$ cat src/sv/apng_ob_pkg.sv
// ----------------------------------------------------------------------------
// apng_ob_pkg
// Shared types, constants and helpers for the APNG alpha-over pixel blender.
// ----------------------------------------------------------------------------
package apng_ob_pkg;

  localparam int ChW           = 8;   // bits per channel
  localparam int NumCh         = 4;   // channels per pixel
  localparam int NumLanes      = 3;   // colour lanes through the divider
  localparam int NumW          = 24;  // weighted-sum numerator width
  localparam int DenW          = 16;  // a1 width
  localparam int DivStages     = 4;   // divider pipeline stages
  localparam int StepsPerStage = 2;   // quotient bits resolved per stage
  localparam int CfgAddrW      = 3;
  localparam int CfgDataW      = 32;

  localparam logic [ChW-1:0]  ChMax    = 8'd255;
  // a1/255 == (a1 * InvCh) >> InvShift for every a1 below 2^16
  localparam logic [DenW-1:0] InvCh    = 16'd32897;
  localparam int              InvShift = 23;

  typedef enum logic [1:0] {
    FMT_GRAY  = 2'd0,
    FMT_GRAYA = 2'd1,
    FMT_RGB   = 2'd2,
    FMT_RGBA  = 2'd3
  } fmt_t;

  typedef enum logic [1:0] {
    MODE_COPY  = 2'd0,
    MODE_KEEP  = 2'd1,
    MODE_BLEND = 2'd2
  } mode_t;

  typedef enum logic {
    REG_FORMAT = 1'b0,
    REG_BLEND  = 1'b1
  } reg_idx_t;

  typedef struct packed {
    fmt_t fmt;
    logic blend_over;
  } cfg_t;

  typedef struct packed {
    mode_t                     mode;
    fmt_t                      fmt;
    logic [NumCh-1:0][ChW-1:0] src;
    logic [NumCh-1:0][ChW-1:0] dst;
  } pix_t;

  typedef struct packed {
    pix_t           pix;
    logic [ChW-1:0] sa;
    logic [ChW-1:0] da;
  } s1_t;

  typedef struct packed {
    pix_t            pix;
    logic [DenW-1:0] u;
    logic [DenW-1:0] v;
  } s2_t;

  typedef struct packed {
    pix_t                         pix;
    logic [DenW-1:0]              a1;
    logic [NumLanes-1:0][NumW-1:0] num;
  } num_t;

  typedef struct packed {
    pix_t                          pix;
    logic [DenW-1:0]               a1;
    logic [ChW-1:0]                aq;
    logic [NumLanes-1:0][NumW-1:0] work;
  } div_t;

  // One restoring step: remainder in the upper bits, quotient shifts in at the bottom.
  function automatic logic [NumW-1:0] div_step(input logic [NumW-1:0] work,
                                               input logic [DenW-1:0] den);
    logic [DenW:0]   trial;
    logic [DenW:0]   diff;
    logic [DenW-1:0] rem;
    logic            qbit;
    trial = {work[NumW-1:ChW], work[ChW-1]};
    diff  = trial - {1'b0, den};
    qbit  = (trial >= {1'b0, den});
    rem   = qbit ? diff[DenW-1:0] : trial[DenW-1:0];
    return {rem, work[ChW-2:0], qbit};
  endfunction

endpackage

$ cat src/sv/apng_over_blend_pixel.sv
// ----------------------------------------------------------------------------
// apng_over_blend_pixel
// APNG "over" compositing of one non-premultiplied 8-bit pixel per transfer.
// ----------------------------------------------------------------------------
// Takes one source/destination pixel pair per clock and returns the pixel
// composited with the APNG alpha-over rule, at a sustained rate of one pixel
// per cycle while the output side is ready. In order, the stages are rule
// decode, alpha weights, weighted sums, four divider stages that each
// resolve two quotient bits of (sc*u + dc*v)/a1, and the output register.
// Every stage holds its own valid bit and advances when the stage after it
// is empty or moving, so a stall on the output side fills bubbles first and
// never drops or repeats a pixel. Format and blend enable are set over APB
// (format at 0x0, blend enable at 0x4) and must be written only while the
// pipeline is empty; each pixel carries the format it was accepted with.
module apng_over_blend_pixel import apng_ob_pkg::*; (
  input  logic                clk,
  input  logic                rst_n,
  // input stream
  input  logic                in_tvalid,
  output logic                in_tready,
  // [7:0] src_c0, [15:8] src_c1, [23:16] src_c2, [31:24] src_c3,
  // [39:32] dst_c0, [47:40] dst_c1, [55:48] dst_c2, [63:56] dst_c3
  input  logic [63:0]         in_tdata,
  // result stream
  output logic                out_tvalid,
  input  logic                out_tready,
  // [7:0] out_c0, [15:8] out_c1, [23:16] out_c2, [31:24] out_c3
  output logic [31:0]         out_tdata,
  // configuration
  input  logic                cfg_psel,
  input  logic                cfg_penable,
  input  logic                cfg_pwrite,
  input  logic [CfgAddrW-1:0] cfg_paddr,
  input  logic [CfgDataW-1:0] cfg_pwdata,
  output logic [CfgDataW-1:0] cfg_prdata,
  output logic                cfg_pready
);

  cfg_t                      cfg_q;
  logic [NumCh-1:0][ChW-1:0] src, dst;
  logic                      front_vld, front_rdy;
  num_t                      front_q;
  logic [NumCh-1:0][ChW-1:0] res;

  // Unpack the pixel pair, first field in the lowest bits
  assign src = in_tdata[NumCh*ChW-1:0];
  assign dst = in_tdata[2*NumCh*ChW-1:NumCh*ChW];

  apng_ob_cfg u_cfg (
    .clk     (clk),
    .rst_n   (rst_n),
    .psel    (cfg_psel),
    .penable (cfg_penable),
    .pwrite  (cfg_pwrite),
    .paddr   (cfg_paddr),
    .pwdata  (cfg_pwdata),
    .prdata  (cfg_prdata),
    .pready  (cfg_pready),
    .cfg     (cfg_q)
  );

  // Decode, weights and numerators
  apng_ob_front u_front (
    .clk       (clk),
    .rst_n     (rst_n),
    .cfg       (cfg_q),
    .in_valid  (in_tvalid),
    .in_ready  (in_tready),
    .src       (src),
    .dst       (dst),
    .out_valid (front_vld),
    .out_ready (front_rdy),
    .out_data  (front_q)
  );

  // Divide, scale alpha, assemble and hold the result until transferred
  apng_ob_div u_div (
    .clk       (clk),
    .rst_n     (rst_n),
    .in_valid  (front_vld),
    .in_ready  (front_rdy),
    .in_data   (front_q),
    .out_valid (out_tvalid),
    .out_ready (out_tready),
    .out_data  (res)
  );

  assign out_tdata = res;

  // A moving output must open the whole pipeline back to the input
  a_ready_chain : assert property (@(posedge clk) disable iff (!rst_n)
    out_tready |-> in_tready)
    else $error("input stalled while output side is ready");

  // Blended pixels always divide by at least 255, never by zero
  a_den_floor : assert property (@(posedge clk) disable iff (!rst_n)
    (front_vld && front_q.pix.mode == MODE_BLEND) |-> (front_q.a1 >= 16'd255))
    else $error("blend divisor below 255");

endmodule

$ cat src/sv/apng_ob_cfg.sv
// ----------------------------------------------------------------------------
// apng_ob_cfg
// APB register file: pixel format and blend enable.
// ----------------------------------------------------------------------------
module apng_ob_cfg import apng_ob_pkg::*; (
  input  logic                clk,
  input  logic                rst_n,
  input  logic                psel,
  input  logic                penable,
  input  logic                pwrite,
  input  logic [CfgAddrW-1:0] paddr,
  input  logic [CfgDataW-1:0] pwdata,
  output logic [CfgDataW-1:0] prdata,
  output logic                pready,
  output cfg_t                cfg
);

  fmt_t     fmt_r;
  logic     blend_r;
  reg_idx_t idx;
  logic     wr_en;

  assign idx    = reg_idx_t'(paddr[2]);
  assign wr_en  = psel && penable && pwrite;
  assign pready = 1'b1;

  always_ff @(posedge clk) begin
    if (!rst_n) begin
      fmt_r   <= FMT_RGBA;
      blend_r <= 1'b1;
    end else if (wr_en) begin
      case (idx)
        REG_FORMAT: fmt_r   <= fmt_t'(pwdata[1:0]);
        REG_BLEND:  blend_r <= pwdata[0];
        default:    ;
      endcase
    end
  end

  always_comb begin
    case (idx)
      REG_FORMAT: prdata = {{(CfgDataW-2){1'b0}}, fmt_r};
      REG_BLEND:  prdata = {{(CfgDataW-1){1'b0}}, blend_r};
      default:    prdata = '0;
    endcase
  end

  assign cfg.fmt        = fmt_r;
  assign cfg.blend_over = blend_r;

endmodule

$ cat src/sv/apng_ob_front.sv
// ----------------------------------------------------------------------------
// apng_ob_front
// Three front stages: rule decode, alpha weights, weighted channel sums.
// ----------------------------------------------------------------------------
module apng_ob_front import apng_ob_pkg::*; (
  input  logic                      clk,
  input  logic                      rst_n,
  input  cfg_t                      cfg,
  input  logic                      in_valid,
  output logic                      in_ready,
  input  logic [NumCh-1:0][ChW-1:0] src,
  input  logic [NumCh-1:0][ChW-1:0] dst,
  output logic                      out_valid,
  input  logic                      out_ready,
  output num_t                      out_data
);

  logic  s1_vld_r, s2_vld_r, s3_vld_r;
  s1_t   s1_r, s1_nxt;
  s2_t   s2_r, s2_nxt;
  num_t  s3_r, s3_nxt;
  logic  adv1, adv2, adv3;

  assign adv3     = !s3_vld_r || out_ready;
  assign adv2     = !s2_vld_r || adv3;
  assign adv1     = !s1_vld_r || adv2;
  assign in_ready = adv1;

  // Stage 1: pick alpha channel and decide which rule applies
  always_comb begin
    logic has_alpha;
    has_alpha      = (cfg.fmt == FMT_GRAYA) || (cfg.fmt == FMT_RGBA);
    s1_nxt.pix.fmt = cfg.fmt;
    s1_nxt.pix.src = src;
    s1_nxt.pix.dst = dst;
    s1_nxt.sa      = (cfg.fmt == FMT_GRAYA) ? src[1] : src[3];
    s1_nxt.da      = (cfg.fmt == FMT_GRAYA) ? dst[1] : dst[3];
    if (!(has_alpha && cfg.blend_over)) begin
      s1_nxt.pix.mode = MODE_COPY;
    end else if (s1_nxt.sa == ChMax) begin
      s1_nxt.pix.mode = MODE_COPY;
    end else if (s1_nxt.sa == '0) begin
      s1_nxt.pix.mode = MODE_KEEP;
    end else if (s1_nxt.da == '0) begin
      s1_nxt.pix.mode = MODE_COPY;
    end else begin
      s1_nxt.pix.mode = MODE_BLEND;
    end
  end

  // Stage 2: u = sa*255, v = (255-sa)*da
  always_comb begin
    s2_nxt.pix = s1_r.pix;
    s2_nxt.u   = {s1_r.sa, {ChW{1'b0}}} - {{ChW{1'b0}}, s1_r.sa};
    s2_nxt.v   = {{ChW{1'b0}}, ChMax - s1_r.sa} * {{ChW{1'b0}}, s1_r.da};
  end

  // Stage 3: numerators sc*u + dc*v and a1 = u + v
  always_comb begin
    s3_nxt.pix = s2_r.pix;
    s3_nxt.a1  = s2_r.u + s2_r.v;
    for (int i = 0; i < NumLanes; i++) begin
      s3_nxt.num[i] = ({{(NumW-ChW){1'b0}}, s2_r.pix.src[i]} * {{(NumW-DenW){1'b0}}, s2_r.u})
                    + ({{(NumW-ChW){1'b0}}, s2_r.pix.dst[i]} * {{(NumW-DenW){1'b0}}, s2_r.v});
    end
  end

  always_ff @(posedge clk) begin
    if (!rst_n) begin
      s1_vld_r <= 1'b0;
      s2_vld_r <= 1'b0;
      s3_vld_r <= 1'b0;
    end else begin
      if (adv1) s1_vld_r <= in_valid;
      if (adv2) s2_vld_r <= s1_vld_r;
      if (adv3) s3_vld_r <= s2_vld_r;
    end
  end

  always_ff @(posedge clk) begin
    if (adv1 && in_valid) s1_r <= s1_nxt;
    if (adv2 && s1_vld_r) s2_r <= s2_nxt;
    if (adv3 && s2_vld_r) s3_r <= s3_nxt;
  end

  assign out_valid = s3_vld_r;
  assign out_data  = s3_r;

endmodule

$ cat src/sv/apng_ob_div.sv
// ----------------------------------------------------------------------------
// apng_ob_div
// Pipelined restoring divider for the colour lanes, alpha scaling, and the
// output register that assembles the composited pixel.
// ----------------------------------------------------------------------------
module apng_ob_div import apng_ob_pkg::*; (
  input  logic                      clk,
  input  logic                      rst_n,
  input  logic                      in_valid,
  output logic                      in_ready,
  input  num_t                      in_data,
  output logic                      out_valid,
  input  logic                      out_ready,
  output logic [NumCh-1:0][ChW-1:0] out_data
);

  div_t                      st_r   [DivStages];
  div_t                      st_in  [DivStages];
  div_t                      st_nxt [DivStages];
  logic [DivStages-1:0]      vld_r;
  logic [DivStages-1:0]      vld_in;
  logic [DivStages:0]        adv;
  logic                      out_vld_r;
  logic [NumCh-1:0][ChW-1:0] out_r, out_nxt;
  logic [2*DenW-1:0]         aprod;

  assign adv[DivStages] = !out_vld_r || out_ready;
  assign in_ready       = adv[0];

  // a1/255 by reciprocal multiply
  assign aprod = {{DenW{1'b0}}, in_data.a1} * {{DenW{1'b0}}, InvCh};

  always_comb begin
    st_in[0].pix  = in_data.pix;
    st_in[0].a1   = in_data.a1;
    st_in[0].aq   = aprod[InvShift+ChW-1:InvShift];
    st_in[0].work = in_data.num;
    vld_in[0]     = in_valid;
  end

  for (genvar k = 0; k < DivStages; k++) begin : g_stage
    if (k > 0) begin : g_link
      assign st_in[k]  = st_r[k-1];
      assign vld_in[k] = vld_r[k-1];
    end

    assign adv[k] = !vld_r[k] || adv[k+1];

    always_comb begin
      st_nxt[k] = st_in[k];
      for (int i = 0; i < NumLanes; i++) begin
        for (int j = 0; j < StepsPerStage; j++) begin
          st_nxt[k].work[i] = div_step(st_nxt[k].work[i], st_in[k].a1);
        end
      end
    end

    always_ff @(posedge clk) begin
      if (!rst_n) begin
        vld_r[k] <= 1'b0;
      end else if (adv[k]) begin
        vld_r[k] <= vld_in[k];
      end
    end

    always_ff @(posedge clk) begin
      if (adv[k] && vld_in[k]) st_r[k] <= st_nxt[k];
    end
  end

  // Assemble the result and drop channels the format does not use
  always_comb begin
    logic [NumCh-1:0][ChW-1:0] res;
    div_t                      last;
    last = st_r[DivStages-1];
    case (last.pix.mode)
      MODE_COPY: res = last.pix.src;
      MODE_KEEP: res = last.pix.dst;
      MODE_BLEND: begin
        res[0] = last.work[0][ChW-1:0];
        res[1] = (last.pix.fmt == FMT_GRAYA) ? last.aq : last.work[1][ChW-1:0];
        res[2] = last.work[2][ChW-1:0];
        res[3] = last.aq;
      end
      default:   res = last.pix.src;
    endcase
    for (int i = 0; i < NumCh; i++) begin
      out_nxt[i] = (i <= int'(last.pix.fmt)) ? res[i] : '0;
    end
  end

  always_ff @(posedge clk) begin
    if (!rst_n) begin
      out_vld_r <= 1'b0;
    end else if (adv[DivStages]) begin
      out_vld_r <= vld_r[DivStages-1];
    end
  end

  always_ff @(posedge clk) begin
    if (adv[DivStages] && vld_r[DivStages-1]) out_r <= out_nxt;
  end

  assign out_valid = out_vld_r;
  assign out_data  = out_r;

endmodule

$ cat config.mk
export PLATFORM = sky130hd
export DESIGN_NAME = apng_over_blend_pixel
export DESIGN_NICKNAME = d
export VERILOG_FILES = /design/src/sv/apng_ob_pkg.sv /design/src/sv/apng_over_blend_pixel.sv /design/src/sv/apng_ob_cfg.sv /design/src/sv/apng_ob_front.sv /design/src/sv/apng_ob_div.sv
export SDC_FILE = /design/constraint.sdc
export NUM_CORES = 2
export LEC_CHECK = 0
export BUFFER_PORTS_ARGS = -buffer_cell sky130_fd_sc_hd__buf_2
export CELL_PAD_IN_SITES_DETAIL_PLACEMENT = 2
export CELL_PAD_IN_SITES_GLOBAL_PLACEMENT = 2
export CORE_MARGIN = 5
export CORE_UTILIZATION = 40
export CTS_CLUSTER_DIAMETER = 30
export DETAILED_ROUTE_END_ITERATION = 7
export GPL_TIMING_DRIVEN = 0
export PLACE_DENSITY_LB_ADDON = 0.1
export SYNTH_ARGS = -nofsm -noshare
export SYNTH_HDL_FRONTEND = slang
export SYNTH_SLANG_ARGS = --single-unit
$ cat constraint.sdc
create_clock -name clk -period 17.9 [get_ports clk]
set_input_delay 3.58 -clock clk [delete_from_list [all_inputs] [get_ports clk]]
set_output_delay 3.58 -clock clk [all_outputs]
set_load 0.01 [all_outputs]
Word-level counts from Yosys, hierarchy flattened
Memory sizes are Yosys's and may differ from the RTL's.
Index checks and enable logic that the tools add are counted.
Storage, ports and cells
  register bits: 383
  input bits: 106
  logic and storage cells: 200
  output and inout bits: 67
  memories: 1
  bits in writable memories: 656
Cells by class
  bitwise gates (word level): 2
  multipliers: 8
  eq/ne operators: 6
  $add $sub $neg: 30
  order comparisons: 27
  reductions and logical operators: 34
  multiplexer cells: 39
Memory list
  u_div.st_r: depth 4, width 164, rd ports 4, clocked after Yosys merged registers in 0, write ports 4, RTL line apng_ob_div.sv:17  | div_t st_r [DivStages];
Operators with widths (number)
  >= comparator 17 x 16 -> 1 bit: 24
  2-to-1 mux 16 bit: 24
  subtractor 16 bit: 24
  multiplier 8 x 16 -> 24 bit: 6
  one-hot mux 32 bit (2 select lines): 2
  adder 24 bit: 3
  multiplier 16 x 16 -> 31 bit, second input constant: 1
  2-to-1 mux 8 bit: 3
  adder 16 bit: 1
  logical NOT 8 bit: 2
  multiplier 8 x 8 -> 16 bit: 1
  subtractor 16 x 8 -> 16 bit: 1
  logical AND 1 bit: 11
  logical OR 1 bit: 9
  2-to-1 mux 1 bit: 9
  equality test 8 bit, second input constant: 1
  logical NOT 1 bit: 8
  subtractor 8 bit, first input constant: 1
  equality test 2 x 1 -> 1 bit, second input constant: 3
  equality test 2 bit, second input constant: 2
  less-or-equal comparator 2 bit, first input constant: 2
  AND reduction 2 bit: 2
  OR reduction 3 bit: 1
  less-or-equal comparator 1 x 2 -> 1 bit, first input constant: 1
  3 further kinds: 4

Depth between registers and ports, before layout
  depth in word-level cells: 10
  depth in mapped cells: 25
  mapped depth without buffers: 22

Cells and area by module
From an unflattened synthesis, not the netlist that was laid out.
Unflattened totals
  cell total of the unflattened synthesis: 7207
  area total of the unflattened synthesis: 78987.0 um^2
Modules (own cells, without submodules)
  apng_ob_div: cells each 3598, seq. area each 18838.1 um^2, area an instance 40501.3 um^2, times used 1
  apng_ob_front: cells each 3560, seq. area each 10269.8 um^2, area an instance 38076.5 um^2, times used 1
  apng_ob_cfg: cells each 49, seq. area each 60.1 um^2, area an instance 409.1 um^2, times used 1

Least setup slack after synthesis
Ideal clock, no wire load.
  path kind: input-to-reg
  start point: input port out_tready
  end point: memory u_div.st_r[0][0] (netlist bit) (enable)
  required time: 16.963 ns
  buffers on the path: 0
  path slack: 1.051 ns
  stages: 4
  arrival time: 15.911 ns
  library setup time: 0.937 ns
  path through: nor2b_1 > and3_1 > and2_0 > a21boi_0
RTL lines
  start: declaration: RTL line apng_over_blend_pixel.sv:26  | input logic out_tready,
  end: declaration: RTL line apng_ob_div.sv:17

==> results.ini <==
[routing]
drt-total-wl_mm=351.3
avgViaCountPerCell=5.869
drc=0
met3_length_mm=22.41
vias=61111
top_layer_used=met5
first_pass_iters=6
wl_met2_mm=171.3
drt_iter0_drc=4778
ant_nets=0
routedWlPerCell_um=33.73
wl_met1_mm=124.7

[worst_setup_path]
cp.required_ns=18.50
cp_common_cell=fa_1
worstReg2RegEnd=u_front.out_data[47]
worstSetupPathType=register to register
rr_startpoint=u_front.s2_r[18]
critical_path_arrival_ns=10.82
rr_worst_depth=21
r2r_slack_ns=7.68
end_kind=register
startpoint_type=register
critical_path_peak_fanout=10
cp_slowest_cell=clkbuf_1
path_cells=clkbuf_1 > nand2_1 > fa_1 > inv_1 > fa_1 > fa_1 > fa_1 > fa_1 > inv_1 > fa_1 > inv_1 > ha_1 > nor4_1 > nand2_1 > o32ai_1 > a211oi_1 > o31a_1 > o41ai_1 > o2111ai_1 > a21oi_1 > xnor2_1
worst_path_largest_cell_delay_ns=0.93

[global_routing]
grt_pass1_wl_mm=497.7
grt_max_degree=60
grt.total_usage=0.3388
antenna_found_initial=44
grt_pass1_vias=68859
grt_overflow=0

[clock_network]
cts.sinks=975
htreeDepth=5
clock_latency_ns=0.93
clkTransAtPathRegs_ns=0.05
clock_path_buffers=4
cts_tree=yes
cts_resized=0
root_buffer=clkbuf_16
holdBufCountCts=0
tritoncts.num_buffers=280
post-cts-setup-buffers=0

[floorplanning]
rows=162
fp.dieArea_um2=205700
initial_utilization=0.4027
io_pins=173
die_w_um=453.5
die_h_um=453.5
core-area_um2=195400

[place]
gp_congestion=0.9056
port-buffer-count=109
dp_hpwl_mm=253.2

[yosys]
yosysTopAreaCellShare=0.3679
synth_compound_area_frac=0.09004
muxShareOfSynthArea=0.03910
synthFlopType=edfxtp_1
synthDistinctLibCells=102
ys_warn_count=0
ys_ff_latch=975
synth_cells=7112
synth_area_leader_cell=edfxtp_1
synth_top_family_by_area=adder cells
synth_xor_xnor_area_share=0.03762
ys_seq_area_frac=0.3707
async_reset_ff_frac=0
postSynthAreaPerCell_um2=11.06
netlist_top_cells_area=edfxtp_1, fa_1, ha_1, inv_1, nand2_1
synth_edf_count=964
syn-cell-area_um2=78680
synth_adder_area_share=0.2872
synth-simple-area-share=0.1156

[timing]
setup_viol=0
drv_slew=0
fmax_ghz=0.09785
fin_crit_sh=0.5709
skew_ns=0.09488
finalWorstPathRequiredPeriod_ns=10.22
finalHoldViolCount=0
max_slew_margin=0.04708
worst-slew-pin-transition_ns=1.429
rsz0062_at_grt=false

[run_status]
outcome=finished clean

[hold_path]
hold_class=register to register
min_path_cells=0
min_to=u_div.st_r[1][130]
hp-start=u_div.st_r[0][130]

[final_layout]
drive_gt1_frac=0.1135
fin_util=0.4722
layout.nets=9071
area_growth_pct=17.26

[job]
cap_violations=0

logic make-up after synthesis:
| group | Yosys count |
|---|---|
| AO/OA/AOI/OAI | 1085 |
| XOR/XNOR | 338 |
| adder cells (fa/ha/maj) | 1397 |
| buffers and inverters | 1193 |
| flip-flops | 975 |
| multiplexers | 273 |
| other | 2 |
| AND/OR/NAND/NOR | 1849 |
worst max-delay path, delay by kind of cell (launching register included):
kind,cells,cell delay (ns)
AND/OR/NAND/NOR,3,0.93
flip-flops,1,0.85
adder cells (fa/ha/maj),7,4.22
XOR/XNOR,1,0.08
buffers and inverters,4,1.42
AO/OA/AOI/OAI,6,2.36
sequential cells by signal (all words and copies together), names as in the netlist:
register / count
u_front.s2_vld_r: 1
u_cfg.blend_r: 1
u_front.s2_r: 100
u_div.vld_r: 1
u_front.out_valid: 1
u_div.out_data: 32
u_div.out_valid: 1
u_front.s1_vld_r: 1
u_div.vld_in: 3
u_front.out_data: 156
u_cfg.fmt_r: 2
u_front.s1_r: 84
u_div.st_r: 592
layer usage:
layer / vias to the layer above / global-route usage
met4: 6 / 0.2628
met1: 31507 / 0.3654
met5: - / 0.001866
li1: 25326 / -
met3: 1412 / 0.08050
met2: 2860 / 0.5743
cells in the mapped netlist (17+ instances only):
library cell	count
a211oi_1	40
a21boi_0	17
a21o_1	87
a21oi_1	291
a22oi_1	34
a31oi_1	32
and2_1	373
and3_1	21
buf_4	36
clkbuf_1	159
edfxtp_1	964
fa_1	682
ha_1	715
inv_1	974
mux2_2	216
mux2i_1	42
nand2_1	661
nand2b_1	70
nand3_1	81
nand4_1	66
nor2_1	294
nor2b_1	96
nor3_1	76
nor4_1	26
o211ai_1	32
o21a_1	90
o21ai_0	245
o21bai_1	35
o31a_1	24
o31ai_1	19
or2_2	17
or3_1	28
xnor2_1	238
xor2_1	100
through the flow:
stage | hold WS [ns] | cell area, um2 | setup WS (ns) | setup TNS (ns) | cells
floorplan | 0.4003 | 78790 | 1.051 | 0 | 7141
global placement | 0.4008 | 82620 | -6.945 | -1151.47 | 9874
detailed placement | 0.4052 | 83460 | 8.364 | 0 | 9909
CTS | 0.3835 | 92160 | 8.194 | 0 | 10377
global route | 0.3870 | 92190 | 7.782 | 0 | 10383
finish | 0.3797 | 92270 | 7.681 | 0 | 10413
worst max path at each step:
stage                startpoint                   end  slack (ns)
6_report       u_front.s2_r[18]  u_front.out_data[47]        7.68
5_1_grt        u_front.s2_r[18]  u_front.out_data[47]        7.78
4_1_cts              out_tready             in_tready        8.19
3_5_place_dp         out_tready             in_tready        8.36
3_3_place_gp         out_tready     u_div.st_r[0][19]       -6.94
2_1_floorplan        out_tready      u_div.st_r[0][0]        1.05
final cells by class:
type                            count  area (um2)
Sequential cell                   975       29170
Tap cell                         2624        3283
Antenna cell                       35       87.58
Clock buffer                      321        7276
Inverter                          975        3660
Buffer                            218        1031
Fill cell                       19848      103100
Timing Repair Buffer              145        1335
Clock inverter                    147        1421
Multi-Input combinational cell   4973       45000
cells in the final DEF, fill, tap and decap left out, drive strengths merged, types with 28 or more instances in the layout:
cell / n
o211ai: 33
or3: 28
o21a: 90
a211oi: 42
nand2: 661
nor2b: 99
nor2: 295
nand2b: 70
mux2i: 43
a21oi: 293
a21o: 87
fa: 682
nand3: 81
inv: 982
buf: 204
xor2: 100
diode: 35
and2: 374
clkbuf: 480
mux2: 230
edfxtp: 964
a31oi: 32
ha: 715
a22oi: 34
xnor2: 238
nor3: 76
o21bai: 36
o21ai: 257
clkinv: 100
conb: 31
nand4: 66
Power is not shown: default switching activity piles up to over one toggle a cycle in this logic, so the estimate is an artifact.
